**config.mk**
```make
export PLATFORM = sky130hd
export DESIGN_NAME = bms_response_frame_parser
export DESIGN_NICKNAME = d
export VERILOG_FILES = /design/src/sv/bmsrfp_pkg.sv /design/src/sv/bmsrfp_core.sv /design/src/sv/bms_response_frame_parser.sv
export SDC_FILE = /design/constraint.sdc
export NUM_CORES = 1
export LEC_CHECK = 0
export BUFFER_PORTS_ARGS = -buffer_cell sky130_fd_sc_hd__clkbuf_2
export CORE_MARGIN = 4
export CORE_UTILIZATION = 50
export CTS_CLUSTER_DIAMETER = 40
export DETAILED_ROUTE_END_ITERATION = 8
export PLACE_DENSITY = 0.69
export SYNTH_ARGS = -nofsm -noshare
export SYNTH_HDL_FRONTEND = slang
export SYNTH_SLANG_ARGS = --single-unit
```
**constraint.sdc**
```tcl
create_clock -name clk -period 5.9 [get_ports clk]
set_input_delay 0.295 -clock clk [delete_from_list [all_inputs] [get_ports clk]]
set_output_delay 0.295 -clock clk [all_outputs]
set_load 0.03 [all_outputs]
```
**src/sv/bmsrfp_pkg.sv**
```systemverilog
// bmsrfp_pkg: types, codes and constants of the battery management response frame parser
// no dependencies; imported by bmsrfp_core and bms_response_frame_parser
`timescale 1ns / 1ps

package bmsrfp_pkg;

    // parser phases, one-hot
    typedef enum logic [13:0] {
        PH_HUNT    = 14'b00000000000001,
        PH_REG     = 14'b00000000000010,
        PH_STATUS  = 14'b00000000000100,
        PH_LEN     = 14'b00000000001000,
        PH_WORD_HI = 14'b00000000010000,
        PH_WORD_LO = 14'b00000000100000,
        PH_IBYTE   = 14'b00000001000000,
        PH_TEMP_HI = 14'b00000010000000,
        PH_TEMP_LO = 14'b00000100000000,
        PH_NAME    = 14'b00001000000000,
        PH_CK_HI   = 14'b00010000000000,
        PH_CK_LO   = 14'b00100000000000,
        PH_END     = 14'b01000000000000,
        PH_SKIP    = 14'b10000000000000
    } phase_t;

    typedef enum logic [1:0] {
        FT_NONE  = 2'd0,
        FT_BASIC = 2'd1,
        FT_CELLS = 2'd2,
        FT_NAME  = 2'd3
    } ftype_t;

    typedef enum logic [2:0] {
        KIND_WORD    = 3'd0,
        KIND_IBYTE   = 3'd1,
        KIND_TEMP    = 3'd2,
        KIND_CELL    = 3'd3,
        KIND_CHAR    = 3'd4,
        KIND_VERDICT = 3'd5
    } kind_t;

    typedef enum logic [2:0] {
        V_OK      = 3'd0,
        V_UNKNOWN = 3'd1,
        V_CMDERR  = 3'd2,
        V_CKSUM   = 3'd3,
        V_ENDBAD  = 3'd4,
        V_INCOMP  = 3'd5
    } verdict_t;

    // one result item
    typedef struct packed {
        kind_t       kind;
        logic [7:0]  index;
        logic [15:0] value;
        verdict_t    verdict;
        logic        done;
    } rec_t;

    // configuration register indexes
    localparam logic REG_START_MARKER = 1'b0;
    localparam logic REG_END_MARKER   = 1'b1;

    localparam logic [7:0] START_MARKER_RST = 8'hDD;
    localparam logic [7:0] END_MARKER_RST   = 8'h77;

    // register codes of the response
    localparam logic [7:0] CODE_BASIC = 8'h03;
    localparam logic [7:0] CODE_CELLS = 8'h04;
    localparam logic [7:0] CODE_NAME  = 8'h05;

    localparam logic [7:0] STATUS_CMD_ERR = 8'h80;
    localparam logic [7:0] INFO_WORDS     = 8'd9;
    localparam logic [7:0] INFO_BYTES     = 8'd5;

endpackage

```
**src/sv/bmsrfp_core.sv**
```systemverilog
// bmsrfp_core: frame state registers and the per-byte decode step
// depends on bmsrfp_pkg
`timescale 1ns / 1ps

module bmsrfp_core
(
    input  logic                clk,
    input  logic                rst_n,
    input  logic [7:0]          start_marker,
    input  logic [7:0]          end_marker,
    input  logic                step_en,
    input  logic [7:0]          data_byte,
    input  logic                buffer_end,
    output logic                rec_valid,
    output bmsrfp_pkg::rec_t    rec
);
    import bmsrfp_pkg::*;

    phase_t      phase_reg, phase_next;
    ftype_t      ftype_reg, ftype_next;
    logic [15:0] sum_reg, sum_next;
    logic [7:0]  cnt_reg, cnt_next;
    logic [7:0]  left_reg, left_next;
    logic [7:0]  hold_reg, hold_next;
    verdict_t    pend_reg, pend_next;

    always_comb
    begin
        logic        closed;
        logic [15:0] word;
        logic [15:0] sum_add;
        closed     = 1'b0;
        word       = {hold_reg, data_byte};
        sum_add    = sum_reg + {8'd0, data_byte};
        phase_next = phase_reg;
        ftype_next = ftype_reg;
        sum_next   = sum_reg;
        cnt_next   = cnt_reg;
        left_next  = left_reg;
        hold_next  = hold_reg;
        pend_next  = pend_reg;
        rec_valid  = 1'b0;
        rec        = '0;

        case (phase_reg)
            PH_REG:
            begin
                sum_next  = '0;
                cnt_next  = '0;
                pend_next = V_OK;
                if (data_byte == CODE_BASIC)
                begin
                    ftype_next = FT_BASIC;
                    phase_next = PH_STATUS;
                end
                else if (data_byte == CODE_CELLS)
                begin
                    ftype_next = FT_CELLS;
                    phase_next = PH_STATUS;
                end
                else if (data_byte == CODE_NAME)
                begin
                    ftype_next = FT_NAME;
                    phase_next = PH_STATUS;
                end
                else
                begin
                    ftype_next  = FT_NONE;
                    rec_valid   = 1'b1;
                    rec.kind    = KIND_VERDICT;
                    rec.verdict = V_UNKNOWN;
                    rec.done    = 1'b1;
                    closed      = 1'b1;
                    phase_next  = PH_HUNT;
                end
            end
            PH_STATUS:
            begin
                if (ftype_reg == FT_BASIC && data_byte == STATUS_CMD_ERR)
                begin
                    phase_next = PH_SKIP;
                end
                else
                begin
                    sum_next   = sum_add;
                    phase_next = PH_LEN;
                end
            end
            PH_LEN:
            begin
                sum_next = sum_add;
                cnt_next = '0;
                if (ftype_reg == FT_BASIC)
                begin
                    left_next  = INFO_WORDS;
                    phase_next = PH_WORD_HI;
                end
                else if (ftype_reg == FT_CELLS)
                begin
                    left_next  = {1'b0, data_byte[7:1]};
                    phase_next = (data_byte[7:1] != 7'd0) ? PH_WORD_HI : PH_CK_HI;
                end
                else
                begin
                    left_next  = data_byte;
                    phase_next = (data_byte != 8'd0) ? PH_NAME : PH_CK_HI;
                end
            end
            PH_WORD_HI, PH_TEMP_HI:
            begin
                sum_next   = sum_add;
                hold_next  = data_byte;
                phase_next = (phase_reg == PH_WORD_HI) ? PH_WORD_LO : PH_TEMP_LO;
            end
            PH_WORD_LO, PH_TEMP_LO:
            begin
                sum_next  = sum_add;
                rec_valid = 1'b1;
                if (phase_reg == PH_TEMP_LO)
                    rec.kind = KIND_TEMP;
                else
                    rec.kind = (ftype_reg == FT_BASIC) ? KIND_WORD : KIND_CELL;
                rec.index = cnt_reg;
                rec.value = word;
                cnt_next  = cnt_reg + 8'd1;
                left_next = left_reg - 8'd1;
                if (left_reg != 8'd1)
                begin
                    phase_next = (phase_reg == PH_WORD_LO) ? PH_WORD_HI : PH_TEMP_HI;
                end
                else if (phase_reg == PH_WORD_LO && ftype_reg == FT_BASIC)
                begin
                    cnt_next   = '0;
                    left_next  = INFO_BYTES;
                    phase_next = PH_IBYTE;
                end
                else
                begin
                    phase_next = PH_CK_HI;
                end
            end
            PH_IBYTE:
            begin
                sum_next  = sum_add;
                rec_valid = 1'b1;
                rec.kind  = KIND_IBYTE;
                rec.index = cnt_reg;
                rec.value = {8'd0, data_byte};
                cnt_next  = cnt_reg + 8'd1;
                left_next = left_reg - 8'd1;
                // last info byte holds the temperature count
                if (left_reg == 8'd1)
                begin
                    cnt_next   = '0;
                    left_next  = data_byte;
                    phase_next = (data_byte != 8'd0) ? PH_TEMP_HI : PH_CK_HI;
                end
            end
            PH_NAME:
            begin
                sum_next  = sum_add;
                rec_valid = 1'b1;
                rec.kind  = KIND_CHAR;
                rec.index = cnt_reg;
                rec.value = {8'd0, data_byte};
                cnt_next  = cnt_reg + 8'd1;
                left_next = left_reg - 8'd1;
                if (left_reg == 8'd1)
                    phase_next = PH_CK_HI;
            end
            PH_CK_HI:
            begin
                hold_next  = data_byte;
                phase_next = PH_CK_LO;
            end
            PH_CK_LO:
            begin
                // checksum is the two's complement of the sum
                pend_next  = ((16'd0 - sum_reg) == word) ? V_OK : V_CKSUM;
                phase_next = PH_END;
            end
            PH_END:
            begin
                rec_valid = 1'b1;
                rec.kind  = KIND_VERDICT;
                rec.done  = 1'b1;
                if (pend_reg != V_OK)
                    rec.verdict = pend_reg;
                else
                    rec.verdict = (data_byte == end_marker) ? V_OK : V_ENDBAD;
                closed     = 1'b1;
                pend_next  = V_OK;
                phase_next = PH_HUNT;
            end
            PH_SKIP:
            begin
                if (data_byte == end_marker)
                begin
                    rec_valid   = 1'b1;
                    rec.kind    = KIND_VERDICT;
                    rec.verdict = V_CMDERR;
                    rec.done    = 1'b1;
                    closed      = 1'b1;
                    phase_next  = PH_HUNT;
                end
            end
            default:
            begin
                phase_next = (data_byte == start_marker) ? PH_REG : PH_HUNT;
            end
        endcase

        // buffer ran out with a frame still open
        if (buffer_end && !closed && phase_next != PH_HUNT)
        begin
            rec_valid   = 1'b1;
            rec         = '0;
            rec.kind    = KIND_VERDICT;
            rec.verdict = V_INCOMP;
            rec.done    = 1'b1;
            phase_next  = PH_HUNT;
            pend_next   = V_OK;
        end
    end

    always_ff @(posedge clk or negedge rst_n)
    begin
        if (!rst_n)
        begin
            phase_reg <= PH_HUNT;
            ftype_reg <= FT_NONE;
            sum_reg   <= '0;
            cnt_reg   <= '0;
            left_reg  <= '0;
            hold_reg  <= '0;
            pend_reg  <= V_OK;
        end
        else if (step_en)
        begin
            phase_reg <= phase_next;
            ftype_reg <= ftype_next;
            sum_reg   <= sum_next;
            cnt_reg   <= cnt_next;
            left_reg  <= left_next;
            hold_reg  <= hold_next;
            pend_reg  <= pend_next;
        end
    end

endmodule

```
**src/sv/bms_response_frame_parser.sv**
```systemverilog
// Response frame parser for a battery management serial link. Takes one received byte per
// cycle on the slave stream (tlast marks the last byte of a received buffer) and emits one
// record per decoded field, plus a verdict record (tlast high) closing each frame. A byte
// passes an input register, one step of the frame state machine and an output register
// before its record reaches the master side, and with the master side ready a new byte is
// taken every cycle; that rate rests on the state update of the parser, which decodes each
// byte in one step. The user must set start and end marker bytes through the write port
// only while the stream is idle; the block itself does not enforce this.
// top level; depends on bmsrfp_pkg and bmsrfp_core
`timescale 1ns / 1ps

module bms_response_frame_parser
(
    input  logic        clk,
    input  logic        rst_n,
    // configuration write port
    input  logic        cfg_we,
    input  logic        cfg_addr,
    input  logic [7:0]  cfg_data,
    // byte stream in
    input  logic        s_tvalid,
    output logic        s_tready,
    input  logic [7:0]  s_tdata,   // [7:0] data_byte
    input  logic        s_tlast,   // buffer_end
    // record stream out
    output logic        m_tvalid,
    input  logic        m_tready,
    output logic [31:0] m_tdata,   // [7:0] field_index, [23:8] field_value, [26:24] verdict
    output logic [2:0]  m_tuser,   // [2:0] record_kind
    output logic        m_tlast    // frame_done
);
    import bmsrfp_pkg::*;

    logic [7:0] start_reg;
    logic [7:0] end_reg;

    logic       in_valid_reg;
    logic [7:0] in_byte_reg;
    logic       in_last_reg;

    logic       out_valid_reg;
    rec_t       out_rec_reg;

    logic       step_en;
    logic       rec_valid;
    rec_t       rec;

    always_ff @(posedge clk or negedge rst_n)
    begin
        if (!rst_n)
        begin
            start_reg <= START_MARKER_RST;
            end_reg   <= END_MARKER_RST;
        end
        else if (cfg_we)
        begin
            case (cfg_addr)
                REG_START_MARKER: start_reg <= cfg_data;
                REG_END_MARKER:   end_reg   <= cfg_data;
                default:          start_reg <= start_reg;
            endcase
        end
    end

    // staged item moves on when the output register is free or being emptied
    assign step_en  = in_valid_reg && (!out_valid_reg || m_tready);
    assign s_tready = !in_valid_reg || step_en;

    always_ff @(posedge clk or negedge rst_n)
    begin
        if (!rst_n)
            in_valid_reg <= 1'b0;
        else if (s_tready)
            in_valid_reg <= s_tvalid;
    end

    always_ff @(posedge clk)
    begin
        if (s_tvalid && s_tready)
        begin
            in_byte_reg <= s_tdata;
            in_last_reg <= s_tlast;
        end
    end

    bmsrfp_core u_core
    (
        .clk          (clk),
        .rst_n        (rst_n),
        .start_marker (start_reg),
        .end_marker   (end_reg),
        .step_en      (step_en),
        .data_byte    (in_byte_reg),
        .buffer_end   (in_last_reg),
        .rec_valid    (rec_valid),
        .rec          (rec)
    );

    always_ff @(posedge clk or negedge rst_n)
    begin
        if (!rst_n)
            out_valid_reg <= 1'b0;
        else if (step_en)
            out_valid_reg <= rec_valid;
        else if (m_tready)
            out_valid_reg <= 1'b0;
    end

    always_ff @(posedge clk)
    begin
        if (step_en && rec_valid)
            out_rec_reg <= rec;
    end

    assign m_tvalid = out_valid_reg;
    assign m_tdata  = {5'd0, out_rec_reg.verdict, out_rec_reg.value, out_rec_reg.index};
    assign m_tuser  = out_rec_reg.kind;
    assign m_tlast  = out_rec_reg.done;

endmodule
```
==> results.json <==
{
  "yosysSeqAreaShare": 0.459,
  "synth.avg_cell_area_um2": 9.82,
  "synth_top_cell_area_share": 0.230,
  "drive_above_1_share": 0.191,
  "seqCellArea_mm2": 0.00309,
  "p_int_mw": 1.52,
  "crit_chain": "nor4_4 > nand2_1 > or4_4 > and4_4 > a211oi_4 > nor2_1 > a21oi_4",
  "antenna_left": 0,
  "placeableCoreArea_mm2": 0.0132,
  "grt_pass1_wl_um": 28100,
  "clkPwrFrac": 0.479,
  "arrival_ns": 3.59,
  "critical_path_buf_inv_count": 0,
  "grt_antenna_before_repair": 0,
  "rsz0062_at_grt": "no",
  "crit_family": "simple AND/OR/NAND/NOR gates",
  "io_buffers": 55,
  "wl_um": 17300,
  "clk_latency_ns": 0.42,
  "drtPass1Iterations": 6,
  "start_kind": "register",
  "peakVddDrop_mv": 0.241,
  "setup_viol_count_final": 0,
  "pwr_density_cell_mw_per_mm2": 259,
  "maxSlewHeadroom": 0.186,
  "final_cells": 918,
  "synth_ff_type": "dfrtp_1",
  "outcome": "finished, final reports clean",
  "worst_path_largest_cell_delay_ns": 0.82,
  "nets": 765,
  "n_antenna_cell": 0,
  "worst_pin_slew_ns": 1.21,
  "die_h_um": 124,
  "syn_to_final_growth_pct": 13.7,
  "viasPerCell": 6.04,
  "synth.most_common_cell": "dfrtp_1",
  "hold_viol": 0,
  "grt_pass1_vias": 5337,
  "num_vias": 5545,
  "p_leak_nw": 3.17,
  "max-cap-violations": 0,
  "cts_made_buffers": 17,
  "async_flop_share": 0.652,
  "dieWidth_um": 124,
  "cp_max_fo": 31,
  "clock_tree.root_cell": "clkbuf_16",
  "fillers": 1171,
  "cts_tree": "yes",
  "ys_seq_elements": 115,
  "final_core_util": 0.579,
  "ys_types": 71,
  "synth_top_area_cell": "dfrtp_1",
  "syn_area_mm2": 0.00675,
  "power_frac_seq": 0.452,
  "placedCellCount": 886,
  "skew_ns": 0.0114,
  "rows": 42,
  "cts_num_sinks": 115,
  "drv_slew": 0,
  "h-tree-depth": 4,
  "cp_data_required_time_ns": 5.93,
  "largest_reg_flops": 27,
  "switchingPower_mw": 0.465,
  "place_congestion": 0.963,
  "ys_warn_count": 0,
  "clk_pin_slew_ns": 0.05,
  "die_area_mm2": 0.0154,
  "hp-class": "in2reg",
  "io-pin-count": 61,
  "wl_per_cell_um": 18.8,
  "final.setup.tns_ns": 0,
  "synthTopCellsByCount": "dfrtp_1, nand2_1, nor2_1, edfxtp_1, o21ai_0",
  "cts_setup_buffers": 0,
  "overflow": 0,
  "cts_resized": 0,
  "clock_path_buffers": 2,
  "initial_core_util": 0.509,
  "place_ws_ns": 2.36,
  "dp_hpwl_um": 12500,
  "dr.first_iter.drc_count": 441,
  "grt_use_total": 0.240,
  "p_comb_frac": 0.069,
  "fmax_mhz": 281,
  "critPathKind": "reg2reg",
  "multi_input_area_mm2": 0.00340,
  "synth_area_leaders": "dfrtp_1, edfxtp_1, dfstp_2",
  "synth_cells": 687,
  "timing.final.crit_period_ns": 3.55,
  "swShare": 0.234,
  "slowest_stage": "a21oi_4",
  "period_share": 0.602,
  "worst_slack_ns": 2.35,
  "ctsHoldBuffers": 0,
  "critPathCaptureType": "register",
  "drc": 0,
  "synth_edf_count": 40,
  "grt_start_max_net_pins": 76
}
## cell type report
| type | count | share of cell area |
|---|---|---|
| tap | 176 | 0.0287 |
| clock buffer | 22 | 0.0607 |
| multi-input combinational | 511 | 0.443 |
| clock inverter | 10 | 0.0109 |
| sequential | 115 | 0.404 |
| inverter | 23 | 0.0113 |
| timing repair buffer | 61 | 0.0418 |
## power by group through the flow
stage / clock, mW / sequential [mW] / combinational (mW)
finish: 0.952 / 0.897 / 0.137
floorplan: 0 / 0.892 / 0.106
global route: 1.01 / 0.900 / 0.153
detailed placement: 0 / 0.910 / 0.137
CTS: 0.965 / 0.896 / 0.137
global placement: 0 / 0.909 / 0.133
## routing by layer
layer / track usage / vias to the layer above / part of all wire
li1: - / 2609 / -
met1: 0.328 / 2680 / 0.45
met2: 0.358 / 220 / 0.45
met3: 0.0572 / 36 / 0.069
met4: 0.118 / 0 / 0.030
met5: 0 / - / 0
## final timing paths
kind	depth (start not counted)	from	to	slack, ns
max reg2reg	7	u_core.phase_reg[11]	m_tdata[21]	2.35
max	7	u_core.phase_reg[11]	m_tdata[21]	2.35
min in group asynchronous	2	rst_n	u_core.left_reg[2]	0.14
min reg2reg	1	u_core.cnt_reg[7]	u_core.cnt_reg[7]	0.48
min	1	s_tdata[1]	in_byte_reg[1]	0.05
max in group asynchronous	2	rst_n	u_core.phase_reg[3]	5.13
## worst reg2reg max path: cells and delay by family, from the launching register on
family | cells | cell delay (ns)
flops | 1 | 0.44
compound gates | 2 | 1.06
simple gates | 5 | 1.64
## cell usage in the layout, fill, tap and decap left out, types with 23 or more instances in the layout
cell / Yosys / final
a21oi_1: 26 / 25
and2_1: 26 / 26
clkbuf_2: 0 / 54
dfrtp_1: 62 / 62
edfxtp_1: 40 / 40
inv_1: 23 / 23
mux2_2: 24 / 24
nand2_1: 54 / 54
nor2_1: 53 / 53
o21ai_0: 35 / 34
xnor2_1: 25 / 25
## metrics by stage
| stage | power (mW) | hold WS [ns] | area (um^2) |
|---|---|---|---|
| detailed placement | 1.05 | 0.465 | 7120 |
| CTS | 2.00 | 0.0354 | 7670 |
| global placement | 1.04 | 0.469 | 7120 |
| finish | 1.99 | 0.0476 | 7670 |
| global route | 2.06 | 0.0428 | 7670 |
| floorplan | 0.998 | -0.000591 | 6760 |
## cell families (layout without fill, tap and decap cells)
kind of cell               after synthesis  after routing  synth area share
adders and majority gates               13             13            0.0252
buffers and inverters                   65            116            0.0416
xor gates and xnor gates                44             44            0.0571
DFF                                    115            115             0.459
AOI/OAI and AO/OA                      152            152             0.154
muxes                                   26             26            0.0430
and+or+nand+nor                        271            271             0.220
other                                    1              5          0.000556
Power figures use the tool's default switching activity.
